<file path="src/rtl/gdc_pkg.sv">
package gdc_pkg;

  localparam int unsigned YEAR_BITS_DEF = 14;
  localparam int unsigned STEP_BITS_DEF = 16;
  localparam int unsigned RESET_YEAR    = 2000;

  // item kinds (tuser)
  localparam logic [1:0] KIND_SET     = 2'd0;
  localparam logic [1:0] KIND_ADVANCE = 2'd1;
  localparam logic [1:0] KIND_COMPARE = 2'd2;

  // compare results
  localparam logic [1:0] ORD_SAME    = 2'd0;
  localparam logic [1:0] ORD_EARLIER = 2'd1;
  localparam logic [1:0] ORD_LATER   = 2'd2;

  localparam logic [3:0] MONTH_JAN = 4'd1;
  localparam logic [3:0] MONTH_FEB = 4'd2;
  localparam logic [3:0] MONTH_DEC = 4'd12;
  localparam logic [4:0] DAY_FIRST = 5'd1;
  localparam logic [4:0] DAY_LAST  = 5'd31;

  // divisibility by 25 on a 16-bit value: y * inv(25) mod 2^16 <= floor(0xFFFF / 25)
  localparam logic [15:0] INV25     = 16'd23593;
  localparam logic [15:0] DIV25_LIM = 16'd2621;

  // Days in month m; 0 for a month outside 1..12.
  function automatic logic [4:0] month_days(input logic [3:0] m, input logic leap);
    logic [4:0] d;
    case (m)
      4'd1, 4'd3, 4'd5, 4'd7, 4'd8, 4'd10, 4'd12: d = 5'd31;
      4'd4, 4'd6, 4'd9, 4'd11:                    d = 5'd30;
      4'd2:                                        d = leap ? 5'd29 : 5'd28;
      default:                                     d = 5'd0;
    endcase
    return d;
  endfunction

  // Days in the months before m, February taken as 28 days.
  function automatic logic [8:0] days_before(input logic [3:0] m);
    logic [8:0] d;
    case (m)
      4'd2:    d = 9'd31;
      4'd3:    d = 9'd59;
      4'd4:    d = 9'd90;
      4'd5:    d = 9'd120;
      4'd6:    d = 9'd151;
      4'd7:    d = 9'd181;
      4'd8:    d = 9'd212;
      4'd9:    d = 9'd243;
      4'd10:   d = 9'd273;
      4'd11:   d = 9'd304;
      4'd12:   d = 9'd334;
      default: d = 9'd0;
    endcase
    return d;
  endfunction

endpackage

</file>
<file path="src/rtl/gregorian_date_counter.sv">
// Channel   Dir  Handshake                       Payload
// s_axis    in   s_axis_tvalid / s_axis_tready   tuser: kind; tdata: month, day, year, step
// m_axis    out  m_axis_tvalid / m_axis_tready   tdata: date, day of year, flags
//
// Set and compare pass from the request through their own state and ST_FIN to the
// result register. An advance steps through ST_ADV once per month boundary crossed,
// visits ST_LEAP at each year boundary, and ends through ST_ADV and ST_FIN.
// The output register lets the next request in while a result waits; a stalled
// result holds the block in ST_FIN. Reset gives 1/1/2000, no result.
module gregorian_date_counter import gdc_pkg::*; #(
  parameter int unsigned YEAR_BITS = YEAR_BITS_DEF,
  parameter int unsigned STEP_BITS = STEP_BITS_DEF,
  localparam int unsigned OUT_W  = 22 + YEAR_BITS,
  localparam int unsigned OUT_TW = ((OUT_W + 7) / 8) * 8
) (
  input  logic              clk_i,
  input  logic              rst_ni,
  input  logic              s_axis_tvalid,
  output logic              s_axis_tready,
  // [3:0] in_month, [8:4] in_day, [22:9] in_year, [38:23] step_days, [39] zero
  input  logic [39:0]       s_axis_tdata,
  // [1:0] kind
  input  logic [1:0]        s_axis_tuser,
  output logic              m_axis_tvalid,
  input  logic              m_axis_tready,
  // cur_month, cur_day, cur_year, day_of_year, accepted, order, year_overflow, zeros
  output logic [OUT_TW-1:0] m_axis_tdata
);

  localparam int unsigned CW = (STEP_BITS > 6) ? STEP_BITS : 6;
  localparam logic [YEAR_BITS-1:0] YEAR_MAX = {YEAR_BITS{1'b1}};

  localparam logic [2:0] ST_IDLE = 3'd0;
  localparam logic [2:0] ST_SET  = 3'd1;
  localparam logic [2:0] ST_ADV  = 3'd2;
  localparam logic [2:0] ST_LEAP = 3'd3;
  localparam logic [2:0] ST_CMP  = 3'd4;
  localparam logic [2:0] ST_FIN  = 3'd5;

  logic [2:0]           state_q, state_d;
  logic [3:0]           month_q, month_d;
  logic [4:0]           day_q, day_d;
  logic [YEAR_BITS-1:0] year_q, year_d;
  logic                 leap_q, leap_d;
  logic [3:0]           gm_q, gm_d;
  logic [4:0]           gd_q, gd_d;
  logic [13:0]          gy_q, gy_d;
  logic [STEP_BITS-1:0] n_q, n_d;
  logic                 acc_q, acc_d;
  logic [1:0]           ord_q, ord_d;
  logic                 ovf_q, ovf_d;
  logic                 out_valid_q, out_valid_d;
  logic [OUT_TW-1:0]    out_data_q, out_data_d;

  logic                     in_fire;
  logic [YEAR_BITS+13:0]    gy_ext;
  logic [YEAR_BITS+13:0]    yq_ext;

  // shared leap unit: given year during set, stored year after a year carry
  logic [15:0] leap_in;
  logic [15:0] leap_prod;
  logic        leap_out;

  logic [4:0]    mlen_g, mlen_c, left;
  logic [CW-1:0] n_ext, left_ext;
  logic          set_ok;
  logic [8:0]    doy;

  assign in_fire  = s_axis_tvalid && s_axis_tready;
  assign gy_ext   = {{YEAR_BITS{1'b0}}, gy_q};
  assign yq_ext   = {14'd0, year_q};

  assign leap_in   = (state_q == ST_SET) ? {2'b00, gy_q} : 16'(year_q);
  assign leap_prod = leap_in * INV25;
  assign leap_out  = (leap_in[1:0] == 2'b00) &&
                     ((leap_prod > DIV25_LIM) || (leap_in[3:0] == 4'd0));

  assign mlen_g   = month_days(gm_q, leap_out);
  assign set_ok   = (gd_q != 5'd0) && (gd_q <= mlen_g) &&
                    (gy_ext[YEAR_BITS+13:YEAR_BITS] == 14'd0);

  assign mlen_c   = month_days(month_q, leap_q);
  assign left     = mlen_c - day_q;
  assign n_ext    = CW'(n_q);
  assign left_ext = CW'(left);

  assign doy = days_before(month_q) + 9'(day_q) +
               9'(leap_q && (month_q > MONTH_FEB));

  assign s_axis_tready = (state_q == ST_IDLE);
  assign m_axis_tvalid = out_valid_q;
  assign m_axis_tdata  = out_data_q;

  always_comb begin
    state_d     = state_q;
    month_d     = month_q;
    day_d       = day_q;
    year_d      = year_q;
    leap_d      = leap_q;
    gm_d        = gm_q;
    gd_d        = gd_q;
    gy_d        = gy_q;
    n_d         = n_q;
    acc_d       = acc_q;
    ord_d       = ord_q;
    ovf_d       = ovf_q;
    out_valid_d = out_valid_q && !m_axis_tready;
    out_data_d  = out_data_q;

    case (state_q)
      ST_IDLE: begin
        if (in_fire) begin
          gm_d  = s_axis_tdata[3:0];
          gd_d  = s_axis_tdata[8:4];
          gy_d  = s_axis_tdata[22:9];
          n_d   = STEP_BITS'(s_axis_tdata[38:23]);
          acc_d = 1'b0;
          ord_d = ORD_SAME;
          ovf_d = 1'b0;
          case (s_axis_tuser)
            KIND_SET:     state_d = ST_SET;
            KIND_ADVANCE: state_d = ST_ADV;
            KIND_COMPARE: state_d = ST_CMP;
            default:      state_d = ST_FIN;
          endcase
        end
      end
      ST_SET: begin
        if (set_ok) begin
          month_d = gm_q;
          day_d   = gd_q;
          year_d  = gy_ext[YEAR_BITS-1:0];
          leap_d  = leap_out;
          acc_d   = 1'b1;
        end
        state_d = ST_FIN;
      end
      ST_ADV: begin
        if (n_ext <= left_ext) begin
          day_d   = day_q + n_ext[4:0];
          state_d = ST_FIN;
        end else if ((month_q == MONTH_DEC) && (year_q == YEAR_MAX)) begin
          day_d   = DAY_LAST;
          ovf_d   = 1'b1;
          state_d = ST_FIN;
        end else begin
          n_d   = STEP_BITS'(n_ext - left_ext - CW'(1));
          day_d = DAY_FIRST;
          if (month_q == MONTH_DEC) begin
            month_d = MONTH_JAN;
            year_d  = year_q + YEAR_BITS'(1);
            state_d = ST_LEAP;
          end else begin
            month_d = month_q + 4'd1;
          end
        end
      end
      ST_LEAP: begin
        leap_d  = leap_out;
        state_d = ST_ADV;
      end
      ST_CMP: begin
        if (gy_ext != yq_ext) begin
          ord_d = (gy_ext < yq_ext) ? ORD_EARLIER : ORD_LATER;
        end else if (gm_q != month_q) begin
          ord_d = (gm_q < month_q) ? ORD_EARLIER : ORD_LATER;
        end else if (gd_q != day_q) begin
          ord_d = (gd_q < day_q) ? ORD_EARLIER : ORD_LATER;
        end
        state_d = ST_FIN;
      end
      ST_FIN: begin
        if (!out_valid_q || m_axis_tready) begin
          out_valid_d = 1'b1;
          out_data_d  = {(OUT_TW - OUT_W)'(0), ovf_q, ord_q, acc_q, doy,
                         year_q, day_q, month_q};
          state_d     = ST_IDLE;
        end
      end
      default: state_d = ST_IDLE;
    endcase
  end

  always_ff @(posedge clk_i or negedge rst_ni) begin
    if (!rst_ni) begin
      state_q     <= ST_IDLE;
      month_q     <= MONTH_JAN;
      day_q       <= DAY_FIRST;
      year_q      <= YEAR_BITS'(RESET_YEAR);
      leap_q      <= 1'b1;
      out_valid_q <= 1'b0;
    end else begin
      state_q     <= state_d;
      month_q     <= month_d;
      day_q       <= day_d;
      year_q      <= year_d;
      leap_q      <= leap_d;
      out_valid_q <= out_valid_d;
    end
  end

  always_ff @(posedge clk_i) begin
    gm_q       <= gm_d;
    gd_q       <= gd_d;
    gy_q       <= gy_d;
    n_q        <= n_d;
    acc_q      <= acc_d;
    ord_q      <= ord_d;
    ovf_q      <= ovf_d;
    out_data_q <= out_data_d;
  end

endmodule

</file>
<file path="config.mk">
export PLATFORM = sky130hd
export DESIGN_NAME = gregorian_date_counter
export DESIGN_NICKNAME = d
export VERILOG_FILES = /design/src/rtl/gdc_pkg.sv /design/src/rtl/gregorian_date_counter.sv
export SDC_FILE = /design/constraint.sdc
export NUM_CORES = 1
export LEC_CHECK = 0
export BUFFER_PORTS_ARGS = -buffer_cell sky130_fd_sc_hd__buf_2
export CORE_MARGIN = 4
export CORE_UTILIZATION = 60
export DETAILED_ROUTE_END_ITERATION = 10
export PLACE_DENSITY = 0.8
export SYNTH_ARGS = -nofsm -noshare
export SYNTH_HDL_FRONTEND = slang
export SYNTH_SLANG_ARGS = --single-unit
</file>
<file path="constraint.sdc">
create_clock -name clk_i -period 8.5 [get_ports clk_i]
set_input_delay 0.85 -clock clk_i [delete_from_list [all_inputs] [get_ports clk_i]]
set_output_delay 0.85 -clock clk_i [all_outputs]
set_load 0.03 [all_outputs]
</file>
==> results of run 1 <==
-- state kept, by name, indices dropped and copies added (netlist names), 2 cells and up --
| register | cells |
|---|---|
| gd_q | 5 |
| gm_q | 4 |
| year_q | 14 |
| gy_q | 14 |
| n_ext | 16 |
| m_axis_tdata | 36 |
| day_q | 5 |
| ord_q | 2 |
| state_q | 3 |
| month_q | 4 |
-- stage by stage --
| stage | utilization | instances | worst slack [ps] | instance area (um^2) |
|---|---|---|---|---|
| floorplan | - | 817 | 1566 | 8313 |
| global placement | 0.6591 | 1053 | 1255 | 8832 |
| detailed placement | 0.6591 | 1053 | 1140 | 8832 |
| CTS | 0.6817 | 1069 | 1098 | 9135 |
| global route | 0.6817 | 1069 | 591.4 | 9135 |
| finish | 0.6817 | 1069 | 1077 | 9135 |
-- placed cells by master (no fill, tap or decap), types with 5 or more instances in the layout --
master and count:
sky130_fd_sc_hd__nand3_1 25, sky130_fd_sc_hd__xnor2_1 39, sky130_fd_sc_hd__a2bb2oi_1 8, sky130_fd_sc_hd__buf_2 82, sky130_fd_sc_hd__mux2i_1 10, sky130_fd_sc_hd__o211ai_1 8
sky130_fd_sc_hd__a21oi_1 44, sky130_fd_sc_hd__inv_1 84, sky130_fd_sc_hd__nand2b_1 8, sky130_fd_sc_hd__nand2_1 55, sky130_fd_sc_hd__o21a_1 5, sky130_fd_sc_hd__nor3_1 11
sky130_fd_sc_hd__ha_1 110, sky130_fd_sc_hd__nand4_1 9, sky130_fd_sc_hd__o21ai_0 57, sky130_fd_sc_hd__fa_1 22, sky130_fd_sc_hd__buf_4 7, sky130_fd_sc_hd__dfrtp_1 19
sky130_fd_sc_hd__a221oi_1 5, sky130_fd_sc_hd__xor2_1 9, sky130_fd_sc_hd__a211oi_1 9, sky130_fd_sc_hd__clkbuf_16 10, sky130_fd_sc_hd__o22ai_1 8, sky130_fd_sc_hd__dfstp_2 9
sky130_fd_sc_hd__edfxtp_1 79, sky130_fd_sc_hd__nor2b_1 12, sky130_fd_sc_hd__a21o_1 19, sky130_fd_sc_hd__nor2_1 37
-- cell families after synthesis --
group,after synthesis,share of synthesized area
and+or+nand+nor,194,0.1188
AOI/OAI and AO/OA,207,0.1664
muxes,11,0.01341
DFF,107,0.3715
other,1,0.0004517
adders and majority gates,132,0.2188
buffers and inverters,114,0.05998
xor gates and xnor gates,48,0.05064
-- layer usage --
layer | global-route usage | up-vias | share of wire
met1 | 0.3331 | 2989 | 0.47
met2 | 0.3508 | 217 | 0.44
met4 | 0.06122 | 0 | 0.012
met3 | 0.04149 | 16 | 0.074
met5 | 0 | - | 0
li1 | - | 3084 | -
-- critical path, delay by kind of cell, from the launching register on --
| kind | cells | cell delay, ps |
|---|---|---|
| adder cells (fa/ha/maj) | 8 | 3120 |
| AO/OA/AOI/OAI | 8 | 1630 |
| buffers and inverters | 7 | 1010 |
| AND/OR/NAND/NOR | 7 | 1010 |
| flip-flops | 1 | 550 |
-- how the worst max path moves through the flow --
| stage | from | to | slack, ps |
|---|---|---|---|
| after floorplan | state_q[0] | year_q[4] | 1570 |
| after global placement | state_q[0] | year_q[1] | 1260 |
| after detailed placement | state_q[0] | year_q[13] | 1140 |
| after CTS | state_q[2] | year_q[13] | 1100 |
| after global routing | state_q[2] | year_q[13] | 590 |
| final | state_q[0] | year_q[13] | 1080 |
-- layout make-up --
| class | instances | share of cell area |
|---|---|---|
| timing repair buffer | 89 | 0.05068 |
| multi-input combinational | 596 | 0.5195 |
| clock buffer | 11 | 0.02890 |
| tap | 176 | 0.02411 |
| sequential | 107 | 0.3376 |
| inverter | 85 | 0.03493 |
| clock inverter | 5 | 0.004246 |
==> results.md, run 1 <==
Clock tree:
- The root buffer cell chosen for the clock tree is sky130_fd_sc_hd__clkbuf_16.
- The CTS buffer count is 9.
- TritonCTS built the clock tree.
- The number of gates resized after CTS was 0.
- The hold-fix buffer count after cts is 0.
- The worst-skew pair later-pin latency is 360 ps.
- The TritonCTS sink count is 107.
- The buffer depth of the longest clock path is 2.
- Once the clock tree was built, the setup fixing pass inserted 0 buffers.
- The number of levels in the clock H-tree is 3.
- The clock transition at the registers of the reported paths is 70 ps.

Critical path:
- The worst register-to-register path ends at year_q[13].
- The minimum setup slack among reg-to-reg paths is 1080 ps.
- The maximum single-stage delay on the critical path is 570 ps.
- The startpoint type of the worst setup path is a flop.
- The data arrival time of the critical path is 7700 ps.
- On the critical path, the stage with the largest delay is an instance of sky130_fd_sc_hd__fa_1.
- STA classifies the critical path endpoint as a flop.
- Measured in cells, the most critical reg-to-reg path has a length of 30.
- Counting stages on the worst path, the most repeated cell is sky130_fd_sc_hd__inv_1.
- The required time at the endpoint of the critical path is 8770 ps.
- The peak fanout along the critical path is 34.
- The reg-to-reg startpoint is state_q[0].
- The critical path is of the reg2reg type.

GRT:
- Across every metal layer, demand over resource in global routing totals 0.2274.
- The first global-routing pass estimated 29360 um of wire.
- The number of antenna violations at the first check in global routing came to 0.
- The maximum number of pins on one net before global-route repair is 57.
- The number of global-route vias before repair came to 5932.
- Global routing finished with a remaining overflow of 0.

Timing:
- Timing would allow up to 134.7 MHz.
- The final critical path time including I/O delays and setup is 7423 ps.
- The slew at the pin closest to its max-slew limit is 1158 ps.
- The normalized max-slew margin is 0.2281.
- The final hold slack is 421.4 ps.
- Setup repair after global routing left no endpoint under its margin.
- The final number of setup-violating endpoints is 0.
- The post-route fraction of the period consumed by the critical path is 0.8733.
- The setup total negative slack is 0 ps.
- The final max-slew violation count came to 0.
- The final hold violation count came to 0.
- The worst clock skew is 9.611 ps.

Synthesis:
- By count the netlist is led by sky130_fd_sc_hd__ha_1, sky130_fd_sc_hd__inv_1, sky130_fd_sc_hd__edfxtp_1.
- The number of library cell types mapped by synthesis is 75.
- The area share of the leading cell type in the synthesized netlist is 0.2858.
- The share of the Yosys chip area taken by registers is 0.3715.
- After synthesis the cells add up to 8302 um^2.
- The synthesized instance count is 814.
- The most common cell in the netlist is sky130_fd_sc_hd__ha_1.
- Of all flip-flops after synthesis, the portion carrying an async set or reset was 0.2617.
- By area the synthesized netlist is led by sky130_fd_sc_hd__edfxtp_1, sky130_fd_sc_hd__ha_1, sky130_fd_sc_hd__dfrtp_1.
- Summed over all instances, the cell type with the most area after synthesis is sky130_fd_sc_hd__edfxtp_1.
- The number of register bits inferred by synthesis is 107.
- The number of flops mapped to enable cells by yosys is 79.
- The number of warnings issued by yosys is 0.
- A synthesized cell averages 10.20 um^2.
- The flip-flop cell with the highest count after synthesis is sky130_fd_sc_hd__edfxtp_1.

Layout:
- The area of the multi-input gates is 4746 um^2.
- 0 antenna diodes ended up in the layout.
- The sequential cell area is 3084 um^2.
- The final layout contains 1066 nets.
- In the final layout, the share of cells above drive strength 1 is 0.1635.
- The number of filler instances in the final layout is 1078.
- The area growth from synthesis to layout is 10.04%.

Placed design:
- The number of buffers added on ports is 82.
- The HPWL after detailed placement is 13530 um.
- The global placement routability congestion is 0.9520.

Hold path:
- The worst hold path terminates at m_axis_tdata[35].
- The cell count of the worst hold path is 0.
- The startpoint identified for the worst hold timing path is ovf_q.
- In this run the worst hold path is classified as reg2reg.

Route:
- For this block, the via count after detailed routing is 6306.
- The number of design rule violations left after detail routing is 0.
- The first-pass iteration count of the detailed router is 5.
- After detailed routing, the number of vias per cell comes to 5.899.
- Once detail routing completed, the nets flagged for antenna violations numbered 0.
- The DRC violation total after the first TritonRoute iteration is 446.
- In the final routed layout, each cell accounts on average for 16.50 um.
- The total routed wirelength is 17640 um.

Floorplanning:
- For this configuration, the core starts out at a cell density of 0.6195.
- Measured along the y axis, the die boundary spans 125.6 um.
- The core outline area is 13400 um^2.
- The number of rows created at floorplan is 42.
- The die is 125.6 um wide.
- For this design the top-level I/O count stands at 88.
- The die footprint is 15780 um^2.

Flow run:
- The number of violations of the max-capacitance limit is 0.

Status:
- The run finished with clean final reports.
Power of run 1 is left out: the tool's default activity adds up to more than one toggle a clock period on the data nets, which glitch-free logic cannot reach.
==> inputs of run 2 (changes only) <==
--- a/config.mk
+++ b/config.mk
@@ -6,6 +6,7 @@
 export NUM_CORES = 1
 export LEC_CHECK = 0
 export BUFFER_PORTS_ARGS = -buffer_cell sky130_fd_sc_hd__buf_2
+export CORE_ASPECT_RATIO = 1.75
 export CORE_MARGIN = 4
 export CORE_UTILIZATION = 60
 export DETAILED_ROUTE_END_ITERATION = 10
==> results.md, run 2 (synthesized netlist as in run 1, its figures left out) <==
Layout:
- The fraction of layout cells with a size suffix above 1 was 0.1626 (-0.0009378).
- The number of filler instances in the final layout is 1083 (+0.46%).
- The area growth from synthesis to layout is 9.797%.
- The flip-flop count of the largest register, all copies and words added is 36 (unchanged).
- The final antenna diode count is 0 (unchanged).
- The sequential cell area came to 3084 um^2 (unchanged).
- Leaving out fill and tap cells, the most frequent cell in the layout is sky130_fd_sc_hd__ha_1.
- The final net count is 1065 (-0.094%).
- The area of the multi-input gates is 4746 um^2 (unchanged).
- The top cell types in the final layout, fill and taps aside, are sky130_fd_sc_hd__ha_1, sky130_fd_sc_hd__inv_1, sky130_fd_sc_hd__buf_2.

Placed design:
- The number of buffers added on ports came to 82 (unchanged).
- The HPWL after detailed placement is 14780 um (+9.3%).
- The global placement routability congestion is 0.9251 (-2.8%).

Floorplanning:
- The die span in y is 163.6 um (+30%).
- The number of top-level pins is 88 (unchanged).
- The starting utilization of the core area came to 0.6171 (-0.002420).
- The number of rows created at floorplan is 56 (+33%).
- The die width is 96.92 um (-23%).
- The core outline area is 13450 um^2 (+0.39%).
- The die footprint is 15860 um^2 (+0.47%).

Route:
- The first-pass iteration count of the detailed router came to 5 (unchanged).
- The total routed wirelength is 18650 um (+5.7%).
- The mean routed wirelength per cell was 17.49 um (+6.0%).
- The antenna violation net count after detailed routing is 0 (unchanged).
- The DRC violation total after the first TritonRoute iteration was 247 (-45%).
- The overall via count from detail_route is 6376 (+1.1%).
- The average vias per placed instance is 5.981 (+1.4%).
- The number of design rule violations left after detail routing came to 0 (unchanged).

GRT:
- The number of global-route vias before repair came to 6358 (+7.2%).
- The global-route total usage across every layer was 0.2404 (+0.01298).
- The final global-route overflow total is 0 (unchanged).
- The maximum number of pins on one net before global-route repair was 56 (-1.8%).
- The number of antenna violations at the first check in global routing came to 0 (unchanged).
- The global-route wire length before repair is 30260 um (+3.1%).

Critical path:
- The maximum single-stage delay on the critical path is 570 ps (about the same).
- The type of the worst setup path is reg2reg.
- The number of cells on the worst reg-to-reg path is 29 (-3.3%).
- The peak fanout along the critical path is 34 (unchanged).
- The most numerous cell on the critical path is sky130_fd_sc_hd__inv_1.
- The worst setup path is launched from a flop.
- In this run the critical register-to-register path is captured at year_q[12].
- The slowest stage of the critical path belongs to the cell sky130_fd_sc_hd__fa_1.
- The required time at the endpoint of the critical path is 8780 ps (about the same).
- STA classifies the critical path endpoint as a flop.
- The reg-to-reg startpoint is state_q[0].
- The first element of the critical path is state_q[0].
- The most critical setup path has its endpoint at year_q[12].
- The data arrival time of the critical path was 8050 ps (+350 ps).
- The minimum setup slack among reg-to-reg paths came to 730 ps (-350 ps).

Clock tree:
- The post-CTS setup buffer count was 0 (unchanged).
- The number of levels in the clock H-tree came to 3 (unchanged).
- The buffer depth of the longest clock path is 2 (unchanged).
- The TritonCTS sink count is 107 (unchanged).
- The hold-fix buffer count after cts is 0 (unchanged).
- The TritonCTS clock tree is done.
- The post-cts gate resize count is 0 (unchanged).
- The worst-skew pair later-pin latency is 360 ps (about the same).
- The tree is rooted in a sky130_fd_sc_hd__clkbuf_16.
- The CTS buffer count is 9 (unchanged).
- The clock transition at the registers of the reported paths is 80 ps (about the same).

Timing:
- The slew at the pin closest to its max-slew limit was 982.9 ps (-174.9 ps).
- The final critical path time including I/O delays and setup is 7771 ps (+348.1 ps).
- The setup total negative slack came to 0 ps (unchanged).
- The worst clock skew is 9.047 ps (-0.5639 ps).
- The post-route fraction of the period consumed by the critical path came to 0.9143 (+0.04095).
- The final hold violation count is 0 (unchanged).
- The final number of setup-violating endpoints came to 0 (unchanged).
- The peak clock frequency supported by timing came to 128.7 MHz (-4.5%).
- The final max-slew violation count is 0 (unchanged).
- The normalized max-slew margin is 0.3433 (+0.1152).
- Setup repair after global routing left no endpoint under its margin.

Status:
- The run finished with clean final reports.

Hold path:
- The min-delay analysis places its worst path in the category reg2reg.

Flow run:
- The number of violations of the max-capacitance limit was 0 (unchanged).
==> run 2: cell count changes in the layout (fill, tap and decap cells not counted) <==
cell,previous run,this run
sky130_fd_sc_hd__inv_8,0,3
sky130_fd_sc_hd__clkinv_4,0,2
sky130_fd_sc_hd__inv_6,3,1
sky130_fd_sc_hd__buf_4,7,6
sky130_fd_sc_hd__clkbuf_16,10,9
sky130_fd_sc_hd__clkbuf_8,1,0
sky130_fd_sc_hd__clkinv_2,1,0
==> run 2: routing by layer <==
layer / wire length [um] / GRT usage / vias up
li1: - / - / 3072
met1: 6473 / 0.2349 / 3071
met2: 10570 / 0.4717 / 178
met3: 685 / 0.03333 / 55
met4: 923 / 0.1406 / 0
met5: 0 / 0 / -
==> run 2: final cells by class <==
class                      count  area share
tap                          174     0.02388
timing repair buffer          88     0.04997
multi-input combinational    596      0.5207
clock buffer                   9     0.02471
sequential                   107      0.3384
clock inverter                 7    0.007412
inverter                      85     0.03500
==> run 2: worst min path at each step <==
| stage | startpoint | end | slack (ps) | cells past startpoint |
|---|---|---|---|---|
| after detailed placement | acc_q | m_axis_tdata[32] | 410 | 0 |
| after floorplan | acc_q | m_axis_tdata[32] | 400 | 0 |
| after global placement | acc_q | m_axis_tdata[32] | 400 | 0 |
| after CTS | ord_q[1] | m_axis_tdata[34] | 430 | 0 |
| final | acc_q | m_axis_tdata[32] | 430 | 0 |
| after global routing | acc_q | m_axis_tdata[32] | 450 | 0 |
==> run 2: critical path: cells and delay by family, from the launching register on <==
| family | cells | cell delay, ps |
|---|---|---|
| simple gates | 6 | 1540 |
| flops | 1 | 540 |
| fa+ha+maj | 8 | 3200 |
| compound gates | 8 | 1430 |
| buf+inv | 7 | 960 |
==> run 2: per-stage QoR <==
step	hold slack (ps)	cell area, um^2	utilization	setup slack, ps	instances
CTS	431.0	9115	0.6775	730.9	1066
global placement	403.1	8822	0.6558	916.1	1050
finish	425.3	9115	0.6775	728.6	1066
detailed placement	411.9	8822	0.6558	758.9	1050
global route	448.6	9115	0.6775	159.8	1066
floorplan	400.3	8313	-	1566	817
Power of run 2 is left out for the same reason.
